### src/assert_macros.svh
// assertion macros used by substring_search.sv
`ifndef ASSERT_MACROS_SVH
`define ASSERT_MACROS_SVH

`ifndef SYNTHESIS
// property that must hold at every clock edge outside reset
`define ASSERT_ALWAYS(label, clk, rst_n, expr, msg) \
    label: assert property (@(posedge clk) disable iff (!rst_n) (expr)) else $error(msg);
// implication checked in the cycle after the trigger
`define ASSERT_NEXT(label, clk, rst_n, trig, expr, msg) \
    label: assert property (@(posedge clk) disable iff (!rst_n) (trig) |=> (expr)) \
        else $error(msg);
`else
`define ASSERT_ALWAYS(label, clk, rst_n, expr, msg)
`define ASSERT_NEXT(label, clk, rst_n, trig, expr, msg)
`endif

`endif

### src/ss_pkg.sv
// types and constants of the substring search block
package ss_pkg;

    localparam int PATTERN_MAX = 16;
    localparam int TEXT_MAX    = 65535;

    localparam int IDX_W  = (PATTERN_MAX > 1) ? $clog2(PATTERN_MAX) : 1;
    localparam int LEN_W  = $clog2(PATTERN_MAX + 1);
    localparam int CNT_W  = $clog2(TEXT_MAX + 2);
    localparam int POS_W  = 16;
    localparam int WIDE_W = (CNT_W > POS_W) ? CNT_W : POS_W + 1;

    localparam int CFG_IDX_W  = 2;
    localparam int CFG_DATA_W = 64;
    localparam int PLEN_W     = 5;

    typedef enum logic [CFG_IDX_W-1:0] {
        REG_PAT_LOW  = 2'd0,
        REG_PAT_HIGH = 2'd1,
        REG_PAT_LEN  = 2'd2,
        REG_START    = 2'd3
    } cfg_reg_t;

    typedef logic [PATTERN_MAX-1:0][7:0] pattern_t;

    typedef struct packed {
        logic [7:0] text_byte;
        logic       end_of_text;
    } in_item_t;

    typedef struct packed {
        logic             match_found;
        logic [POS_W-1:0] match_position;
        logic             length_overflow;
    } out_item_t;

    // control shared by every cell of the window
    typedef struct packed {
        logic             shift_en;
        logic [LEN_W-1:0] len_used;
    } cell_ctl_t;

endpackage

### src/ss_cell.sv
// one window cell: holds a text byte and compares the arriving byte with its pattern byte
module ss_cell
    import ss_pkg::*;
(
    input  logic             clk,
    input  cell_ctl_t        ctl,
    input  logic [IDX_W-1:0] cell_idx,
    input  pattern_t         pattern,
    input  logic [7:0]       byte_in,
    output logic [7:0]       byte_out,
    output logic             hit
);

    logic [7:0]       byte_reg;
    logic [7:0]       byte_next;
    logic             active;
    logic [LEN_W-1:0] sel;

    // cell k lines up with pattern byte len-1-k in the window after the shift
    assign active = LEN_W'(cell_idx) < ctl.len_used;
    assign sel    = ctl.len_used - LEN_W'(1) - LEN_W'(cell_idx);
    assign hit    = !active || (byte_in == pattern[sel[IDX_W-1:0]]);

    assign byte_next = ctl.shift_en ? byte_in : byte_reg;
    assign byte_out  = byte_reg;

    always_ff @(posedge clk)
    begin
        byte_reg <= byte_next;
    end

endmodule

### src/ss_out_buf.sv
// two-entry result buffer: output register plus skid register
module ss_out_buf
    import ss_pkg::*;
(
    input  logic      clk,
    input  logic      rst_n,
    input  logic      push,
    input  out_item_t push_data,
    output logic      can_push,
    output logic      out_valid,
    input  logic      out_ready,
    output out_item_t out_data
);

    logic      out_valid_reg, out_valid_next;
    logic      skid_valid_reg, skid_valid_next;
    out_item_t out_reg, out_next;
    out_item_t skid_reg, skid_next;

    assign can_push  = !skid_valid_reg;
    assign out_valid = out_valid_reg;
    assign out_data  = out_reg;

    always_comb
    begin
        out_valid_next  = out_valid_reg;
        skid_valid_next = skid_valid_reg;
        out_next        = out_reg;
        skid_next       = skid_reg;
        if (!out_valid_reg || out_ready)
        begin
            if (skid_valid_reg)
            begin
                out_valid_next  = 1'b1;
                out_next        = skid_reg;
                skid_valid_next = 1'b0;
            end
            else
            begin
                out_valid_next = push;
                out_next       = push_data;
            end
        end
        else if (push)
        begin
            skid_valid_next = 1'b1;
            skid_next       = push_data;
        end
    end

    always_ff @(posedge clk or negedge rst_n)
    begin
        if (!rst_n)
        begin
            out_valid_reg  <= 1'b0;
            skid_valid_reg <= 1'b0;
        end
        else
        begin
            out_valid_reg  <= out_valid_next;
            skid_valid_reg <= skid_valid_next;
        end
    end

    always_ff @(posedge clk)
    begin
        out_reg  <= out_next;
        skid_reg <= skid_next;
    end

endmodule

### src/substring_search.sv
// substring search top level: window cell chain, hit tracking and result buffer
//
//  channel | handshake          | payload                   | direction
//  --------+--------------------+---------------------------+----------
//  in      | in_valid/in_ready  | in_data (in_item_t)       | input
//  out     | out_valid/out_ready| out_data (out_item_t)     | output
//  cfg     | cfg_valid/cfg_ready| cfg_index, cfg_data       | input
//
// one text byte per cycle while in_ready is high: the whole window is compared in the cycle the byte arrives
// the result of a search is registered in the output or skid register in the cycle after its last byte is taken
// in_ready drops only while both result slots (output and skid) are full
// cfg_ready is always high; reset clears the configuration, the search state and the result valid flags
`include "assert_macros.svh"

module substring_search
    import ss_pkg::*;
(
    input  logic                  clk,
    input  logic                  rst_n,
    input  logic                  in_valid,
    output logic                  in_ready,
    input  in_item_t              in_data,
    output logic                  out_valid,
    input  logic                  out_ready,
    output out_item_t             out_data,
    input  logic                  cfg_valid,
    output logic                  cfg_ready,
    input  logic [CFG_IDX_W-1:0]  cfg_index,
    input  logic [CFG_DATA_W-1:0] cfg_data
);

    localparam logic [CNT_W-1:0] TEXT_MAX_C = CNT_W'(TEXT_MAX);

    // configuration registers
    logic [63:0]       pat_low_reg, pat_low_next;
    logic [63:0]       pat_high_reg, pat_high_next;
    logic [PLEN_W-1:0] pat_len_reg, pat_len_next;
    logic [POS_W-1:0]  start_reg, start_next;

    // search state
    logic [CNT_W-1:0]  seen_reg, seen_next;
    logic              hit_valid_reg, hit_valid_next;
    logic [POS_W-1:0]  hit_pos_reg, hit_pos_next;

    logic              accept;
    logic              in_window;
    logic [CNT_W-1:0]  count_new;
    logic [CNT_W-1:0]  seen_after;
    logic [CNT_W-1:0]  match_start;
    logic [LEN_W-1:0]  len_used;
    logic              hit_now;
    logic              all_hit;
    logic              hit_valid_after;
    logic [POS_W-1:0]  hit_pos_after;
    logic              ovf;
    logic [CNT_W-1:0]  text_len;
    logic              can_push;
    out_item_t         result;
    pattern_t          pattern;
    logic [127:0]      pat_all;
    cell_ctl_t         ctl;

    logic [PATTERN_MAX-1:0][7:0] chain;
    logic [PATTERN_MAX-1:0]      hits;

    assign cfg_ready = 1'b1;
    assign in_ready  = can_push;
    assign accept    = in_valid && in_ready;

    // ---------------- configuration writes ----------------
    always_comb
    begin
        pat_low_next  = pat_low_reg;
        pat_high_next = pat_high_reg;
        pat_len_next  = pat_len_reg;
        start_next    = start_reg;
        if (cfg_valid)
        begin
            case (cfg_reg_t'(cfg_index))
                REG_PAT_LOW:  pat_low_next  = cfg_data;
                REG_PAT_HIGH: pat_high_next = cfg_data;
                REG_PAT_LEN:  pat_len_next  = cfg_data[PLEN_W-1:0];
                REG_START:    start_next    = cfg_data[POS_W-1:0];
                default:      ;
            endcase
        end
    end

    // pattern bytes in order, byte 0 lowest
    assign pat_all = {pat_high_reg, pat_low_reg};
    always_comb
    begin
        for (int j = 0; j < PATTERN_MAX; j++)
        begin
            pattern[j] = pat_all[8*j +: 8];
        end
    end

    // lengths beyond the window size are clipped
    assign len_used = (pat_len_reg > PLEN_W'(PATTERN_MAX)) ? LEN_W'(PATTERN_MAX)
                                                           : pat_len_reg[LEN_W-1:0];

    // bytes past the maximum length never enter the window; the count saturates one above the maximum
    assign in_window = seen_reg < TEXT_MAX_C;
    assign count_new = seen_reg + CNT_W'(1);

    assign ctl.shift_en = accept && in_window;
    assign ctl.len_used = len_used;

    // ---------------- window cell chain ----------------
    assign chain[0] = in_data.text_byte;

    for (genvar k = 0; k < PATTERN_MAX; k++)
    begin : g_cell
        if (k < PATTERN_MAX - 1)
        begin : g_mid
            ss_cell u_cell (
                .clk      (clk),
                .ctl      (ctl),
                .cell_idx (IDX_W'(k)),
                .pattern  (pattern),
                .byte_in  (chain[k]),
                .byte_out (chain[k+1]),
                .hit      (hits[k])
            );
        end
        else
        begin : g_last
            ss_cell u_cell (
                .clk      (clk),
                .ctl      (ctl),
                .cell_idx (IDX_W'(k)),
                .pattern  (pattern),
                .byte_in  (chain[k]),
                .byte_out (),
                .hit      (hits[k])
            );
        end
    end

    assign all_hit = &hits;

    // ---------------- first hit tracking ----------------
    assign match_start = count_new - CNT_W'(len_used);
    assign hit_now = in_window && (len_used != '0) && (count_new >= CNT_W'(len_used))
                     && !hit_valid_reg
                     && (WIDE_W'(match_start) >= WIDE_W'(start_reg)) && all_hit;

    assign hit_valid_after = hit_valid_reg || hit_now;
    assign hit_pos_after   = hit_now ? POS_W'(WIDE_W'(match_start)) : hit_pos_reg;

    always_comb
    begin
        if (in_window)
        begin
            seen_after = count_new;
        end
        else if (seen_reg == TEXT_MAX_C)
        begin
            seen_after = TEXT_MAX_C + CNT_W'(1);
        end
        else
        begin
            seen_after = seen_reg;
        end
    end

    // ---------------- result of a finished search ----------------
    assign ovf      = seen_after > TEXT_MAX_C;
    assign text_len = ovf ? TEXT_MAX_C : seen_after;

    always_comb
    begin
        result.length_overflow = ovf;
        if (len_used == '0)
        begin
            // empty pattern matches at the offset if the text reaches it
            result.match_found    = WIDE_W'(start_reg) <= WIDE_W'(text_len);
            result.match_position = result.match_found ? start_reg : '0;
        end
        else
        begin
            result.match_found    = hit_valid_after;
            result.match_position = hit_valid_after ? hit_pos_after : '0;
        end
    end

    // state clears after the last byte of a search
    always_comb
    begin
        seen_next      = seen_reg;
        hit_valid_next = hit_valid_reg;
        hit_pos_next   = hit_pos_reg;
        if (accept)
        begin
            if (in_data.end_of_text)
            begin
                seen_next      = '0;
                hit_valid_next = 1'b0;
                hit_pos_next   = '0;
            end
            else
            begin
                seen_next      = seen_after;
                hit_valid_next = hit_valid_after;
                hit_pos_next   = hit_pos_after;
            end
        end
    end

    always_ff @(posedge clk or negedge rst_n)
    begin
        if (!rst_n)
        begin
            pat_low_reg   <= '0;
            pat_high_reg  <= '0;
            pat_len_reg   <= '0;
            start_reg     <= '0;
            seen_reg      <= '0;
            hit_valid_reg <= 1'b0;
            hit_pos_reg   <= '0;
        end
        else
        begin
            pat_low_reg   <= pat_low_next;
            pat_high_reg  <= pat_high_next;
            pat_len_reg   <= pat_len_next;
            start_reg     <= start_next;
            seen_reg      <= seen_next;
            hit_valid_reg <= hit_valid_next;
            hit_pos_reg   <= hit_pos_next;
        end
    end

    // ---------------- result buffer ----------------
    ss_out_buf u_out_buf (
        .clk       (clk),
        .rst_n     (rst_n),
        .push      (accept && in_data.end_of_text),
        .push_data (result),
        .can_push  (can_push),
        .out_valid (out_valid),
        .out_ready (out_ready),
        .out_data  (out_data)
    );

    // ---------------- assertions ----------------
    `ASSERT_ALWAYS(a_stall_needs_result, clk, rst_n, in_ready || out_valid, "input stalled with no result pending")
    `ASSERT_ALWAYS(a_count_bound, clk, rst_n, seen_reg <= TEXT_MAX_C + CNT_W'(1), "byte count above saturation")
    `ASSERT_ALWAYS(a_hit_before_count, clk, rst_n, !hit_valid_reg || (CNT_W'(hit_pos_reg) < seen_reg), "recorded hit starts beyond bytes seen")
    `ASSERT_NEXT(a_last_gives_result, clk, rst_n, accept && in_data.end_of_text, out_valid, "no result after last byte")
    `ASSERT_NEXT(a_last_clears, clk, rst_n, accept && in_data.end_of_text, (seen_reg == '0) && !hit_valid_reg, "search state not cleared")

endmodule
### config.mk
export PLATFORM = sky130hd
export DESIGN_NAME = substring_search
export DESIGN_NICKNAME = d
export VERILOG_FILES = /design/src/ss_pkg.sv /design/src/ss_cell.sv /design/src/ss_out_buf.sv /design/src/substring_search.sv
export VERILOG_INCLUDE_DIRS = /design/src /design/src/src
export SDC_FILE = /design/constraint.sdc
export NUM_CORES = 1
export LEC_CHECK = 0
export BUFFER_PORTS_ARGS = -buffer_cell sky130_fd_sc_hd__buf_2
export CAP_MARGIN = 20
export CORE_MARGIN = 3
export CORE_UTILIZATION = 64
export DETAILED_ROUTE_END_ITERATION = 10
export PLACE_DENSITY = 0.9
export SYNTH_ARGS = -nofsm -noshare
export SYNTH_HDL_FRONTEND = slang
export SYNTH_SLANG_ARGS = --single-unit
### constraint.sdc
create_clock -name clk -period 8.55 [get_ports clk]
set_input_delay 0.4275 -clock clk [delete_from_list [all_inputs] [get_ports clk]]
set_output_delay 0.4275 -clock clk [all_outputs]
set_load 0.05 [all_outputs]
==> results of run 1 <==
[power by group]
group          internal, mW  total (mW)  switching [mW]
Sequential             1.99        2.37           0.378
Combinational          2.12        5.20            3.08
Clock                 0.955        1.64           0.684
[logic make-up after synthesis]
| kind of cell | after synthesis | share of synthesized area, % |
|---|---|---|
| other | 1 | 0.0151 |
| AO/OA/AOI/OAI | 386 | 10.8 |
| XOR/XNOR | 168 | 6.25 |
| flip-flops | 341 | 37.5 |
| buffers and inverters | 199 | 3.60 |
| adder cells (fa/ha/maj) | 50 | 2.55 |
| multiplexers | 574 | 30.3 |
| AND/OR/NAND/NOR | 416 | 8.89 |
[metrics by stage]
step                hold WS, ps  util (%)  total power, mW  area [µm²]
CTS                        45.0      70.8             8.97       26900
floorplan                   132         -             5.79       24800
finish                     58.4      71.0             9.21       26900
global route               61.2      71.0             9.48       26900
global placement            453      67.6             7.18       25600
detailed placement          459      67.6             7.32       25600
[routing by layer]
metal	GRT usage, %	vias to the layer above
met5	0	-
met4	18.6	0
met3	12.5	317
met2	61.4	1708
met1	57.0	10100
li1	-	8338
[critical path, cell delays in order, from the launching register on]
cell       delay (ps)
dfrtp_1           360
buf_4             450
nand2b_2          340
buf_4             490
ha_1              350
nor2b_1           130
o21ai_0           190
nand2b_1          130
a21o_1            200
a21o_1            220
nor2b_1           350
nand2_1           180
nor4_1            260
a31o_2            170
xor2_1            350
ha_1              220
nand3_1            80
a31oi_1           160
a211oi_1           70
a211oi_1          540
o2111ai_1         280
nor3_4            760
buf_4             370
a32oi_1           170
o21ai_0           250
[layout by cell type (no fill, tap or decap), types with 9 or more instances in the layout]
master	count
mux2i_1	274
dfrtp_1	184
mux2_2	175
edfxtp_1	156
mux4_2	125
xnor2_1	106
buf_2	98
nand2_1	87
nor2_1	78
o21ai_0	64
a21oi_1	61
xor2_1	55
buf_4	50
ha_1	48
nor3_1	44
nand3_1	38
clkbuf_16	37
nand4_1	36
inv_1	32
nand2b_1	31
a31oi_1	31
o22ai_1	27
a211oi_1	23
a2bb2oi_1	20
o211ai_1	17
nor4_1	17
a22oi_1	15
nor2b_1	13
a32oi_1	13
o21a_1	11
and3_1	10
a211o_1	9
o221ai_1	9
[final cells by class]
| cell class | count | area, µm² |
|---|---|---|
| Inverter | 39 | 149 |
| Multi-Input combinational cell | 1595 | 14700 |
| Tap cell | 511 | 639 |
| Fill cell | 2722 | 11000 |
| Clock buffer | 50 | 1040 |
| Clock inverter | 15 | 181 |
| Timing Repair Buffer | 152 | 945 |
| Sequential cell | 341 | 9320 |
[final timing paths]
kind | endpoint | slack [ps] | cells past startpoint
max | u_out_buf.skid_reg[9] | 1230 | 24
min | g_cell[0].g_mid.u_cell.byte_out[1] | 60 | 1
max reg2reg | u_out_buf.skid_reg[9] | 1230 | 24
min reg2reg | g_cell[8].g_mid.u_cell.byte_out[3] | 480 | 0
max in group asynchronous | hit_pos_reg[2] | 6900 | 4
min in group asynchronous | pat_high_reg[3] | 500 | 2
[repair_timing]
action	CTS	global route
hold buffers	1	0
resized for setup	0	0
hold endpoints to repair	50	0
setup buffers	0	0
==> results.toml, run 1 <==
[run_status]
status = "finished, final reports clean"

[detailed_routing]
drc = 0
drtPass1Iterations = 8
vias = 20500
routed_via_density = 7.58
ant_nets = 0
dr_wl_met3_um = 12700
wl_met1_um = 31500
wirelength_um = 86400
top_layer = "met4"
wl_met2_um = 37200
drt_iter0_markers = 3203
wire_per_inst_um = 31.9

[clock_network]
cts_sinks = 341
htreeDepth = 2
cts_tree = "built"
clockRootBuffer = "clkbuf_16"
cts_made_buffers = 36
insertion_delay_ps = 570
clock_path_buffers = 3
path_clk_slew_ps = 60

[finish]
drive_gt1_share_pct = 24.8
final_cells = 2703
largest_reg_flops = 120
nets = 2295
area_delta_synth_final_pct = 8.54
diodes = 0

[synth]
syn-cell-area_um2 = 24800
synth_commonest_cells = "mux2i_1, dfrtp_1, mux2_2"
yosys_warnings = 0
ys.flop_type = "dfrtp_1"
syn_inst = 2135
syn_area_per_cell_um2 = 11.6
yosys.cell_types.count = 85
synth-seq-cells = 341
synth_top_cell_by_area = "edfxtp_1"
synth_most_common_cell = "mux2i_1"
synthTopCellsByArea = "edfxtp_1, dfrtp_1, mux4_2, mux2i_1, mux2_2"
synth_seq_area_share_pct = 37.5
synth-edff-count = 156
synthArstFlopShare_pct = 54.3
syn_nets = 2265
synth_top_area_share_pct = 18.9

[placed_design]
pre_cts_slack_ps = 1340
place_inst = 2635
gp_congestion = 1.10
port_buffers = 99
dp_hpwl_um = 64000

[worst_hold_path]
hp-start = "in_data[2]"
hold_path_class = "in -> reg"

[worst_setup_path]
cp_data_arrival_time_ps = 7720
crit_fanout = 40
worst_setup_path_start_kind = "register"
crit_start = "pat_len_reg[4]"
reg2reg_from = "pat_len_reg[4]"
worstSetupEndpointType = "register"
path_class = "reg -> reg"
required_ps = 8940

[die]
initial_utilization_pct = 65.4
core_um2 = 37900
dieHeight_um = 203
die_x_um = 203
dieArea_um2 = 41200
rows = 71
io_pins = 101

[timing]
setup_viol = 0
period_share_pct = 85.6
slew_headroom_pct = 24.5
layout_min_cycle_time_ps = 7320
setup_ws_ps = 1230
fmax_mhz = 137
setup_tns_ps = 0
fin_skew_ps = 24.5
rsz0062_at_grt = "false"
hold_violations = 0
drv_slew = 0
worst_pin_slew_ps = 1130

[power]
p_leak_nw = 10.6
peakVddDrop_v = 0.000226
power-per-cell-area_nw_per_um2 = 342

[job]
maxCapViolCount = 0

[global_routing]
antenna_found_initial = 0
grt_max_degree = 106
grt_overflow = 0
grt_pass1_vias = 19500
track_usage_pct = 41.5
grt_pass1_wl_um = 127000
Note: power is estimated with default switching activity, not from simulation.
==> run 2, diff against run 1 <==
Settings changed: REMOVE_ABC_BUFFERS from default to 1.
==> results.toml, run 2 (same netlist as run 1, synthesis figures left out) <==
[finish]
final_cells = 2724
final_cell_mix = "mux2i_1, dfrtp_1, mux2_2"
nets = 2311
area_delta_synth_final_pct = 9.56
final_common_cell = "mux2i_1"
finish.instance_area_um2 = 27200
drive_gt1_share_pct = 25.4
largest_reg_flops = 120

[detailed_routing]
top_layer = "met5"
vias = 20300
drc = 0
wirelength_um = 85000
dr_wl_met3_um = 12600
wl_met1_um = 31200
ant_nets = 0
routed_via_density = 7.45
drt_iter0_markers = 2918
wire_per_inst_um = 31.2
drtPass1Iterations = 7
wl_met2_um = 36300

[timing]
setup_viol = 0
setup_ws_ps = 1170
holdWs_ps = -84.4
period_share_pct = 86.4
rsz0062_at_grt = "false"
fin_skew_ps = 25.8
hold_violations = 24
drv_slew = 0
layout_min_cycle_time_ps = 7380
slew_headroom_pct = 19.0
fmax_mhz = 135
worst_pin_slew_ps = 1220

[power]
p_leak_nw = 10.8
fin_total_pwr_mw = 9.41
peakVddDrop_v = 0.000171
power-per-cell-area_nw_per_um2 = 346

[placed_design]
place_area_um2 = 25700
pre_cts_slack_ps = 1600
gp_congestion = 1.10
place_inst = 2647
dp_hpwl_um = 61400
port_buffers = 99

[run_status]
status = "complete, but fails checks"
violations = "hold timing"

[global_routing]
grt_overflow = 0
grt_pass1_wl_um = 127000
antenna_found_initial = 3
grt_max_degree = 112
grt_pass1_vias = 19900
track_usage_pct = 40.9

[die]
rows = 71
dieArea_um2 = 41200
io_pins = 101
die_x_um = 203
dieHeight_um = 203
initial_utilization_pct = 65.4
core_um2 = 37900

[worst_setup_path]
r2r_end = "u_out_buf.skid_reg[10]"
reg2reg_from = "pat_len_reg[3]"
worst_setup_path_start_kind = "register"
cp_data_arrival_time_ps = 7770
worstSetupEndpointType = "register"
ff2ff_path_depth = 23
required_ps = 8930
crit_fanout = 27
path_class = "reg -> reg"
r2r_slack_ps = 1170

[clock_network]
cts_sinks = 341
cts_tree = "built"
insertion_delay_ps = 580
post_cts_buffers = 0
clockRootBuffer = "clkbuf_16"
cts_made_buffers = 40
postCtsHoldBufs = 0
path_clk_slew_ps = 60
cts_resized = 0
htreeDepth = 2
clock_path_buffers = 3

[worst_hold_path]
hold_path_class = "in -> async"

[job]
maxCapViolCount = 0
-- run 2: layout make-up --
class	instances	area, µm²
Timing Repair Buffer	164	1040
Clock inverter	12	126
Fill cell	2654	10800
Antenna cell	2	5.00
Sequential cell	341	9320
Inverter	39	149
Multi-Input combinational cell	1595	14700
Tap cell	511	639
Clock buffer	60	1240
-- run 2: worst max-delay path, stage by stage, from the launching register on --
cell and delay (ps):
dfrtp_1 970, nor2b_1 210, buf_4 340, inv_2 280
ha_1 410, o21ai_0 110, nand2b_1 110, a211oi_1 340
and3_1 400, nor2_1 70, a21oi_1 130, a32oi_1 120
xnor2_1 650, ha_1 260, nand4_1 130, a211o_1 250
a31oi_1 170, a211oi_1 120, a211oi_1 490, o2111ai_1 260
nor3_4 530, buf_4 430, a32oi_1 150, o21ai_0 240
-- run 2: how the worst max path moves through the flow --
| stage | depth (start not counted) | start | to | slack (ps) |
|---|---|---|---|---|
| after global placement | 23 | pat_len_reg[3] | u_out_buf.skid_reg[10] | 1630 |
| after detailed placement | 23 | pat_len_reg[3] | u_out_buf.skid_reg[10] | 1600 |
| after floorplan | 19 | pat_len_reg[0] | hit_pos_reg[11] | -6020 |
| after global routing | 23 | pat_len_reg[3] | u_out_buf.skid_reg[10] | 960 |
| after CTS | 23 | pat_len_reg[3] | u_out_buf.skid_reg[10] | 1520 |
| final | 23 | pat_len_reg[3] | u_out_buf.skid_reg[10] | 1170 |
-- run 2: power breakdown --
part	leakage, nW	switching [mW]	internal, mW
sequential	3.76	0.345	1.99
combinational	6.34	3.11	2.16
clock	0.665	0.733	1.07
total	10.8	4.19	5.23
-- run 2: layer usage --
| metal | vias to the layer above | GRT usage, % |
|---|---|---|
| met5 | - | 0 |
| met4 | 2 | 18.9 |
| met3 | 317 | 13.6 |
| met2 | 1657 | 59.4 |
| met1 | 9945 | 55.9 |
| li1 | 8382 | - |
-- run 2: stage by stage --
stage / TNS [ps] / utilization, % / hold WS [ps]
finish: 0 / 71.6 / -84.4
global route: 0 / 71.6 / 4.65
CTS: 0 / 71.4 / 25.4
detailed placement: 0 / 67.8 / 456
global placement: 0 / 67.8 / 453
floorplan: -300130 / - / 132
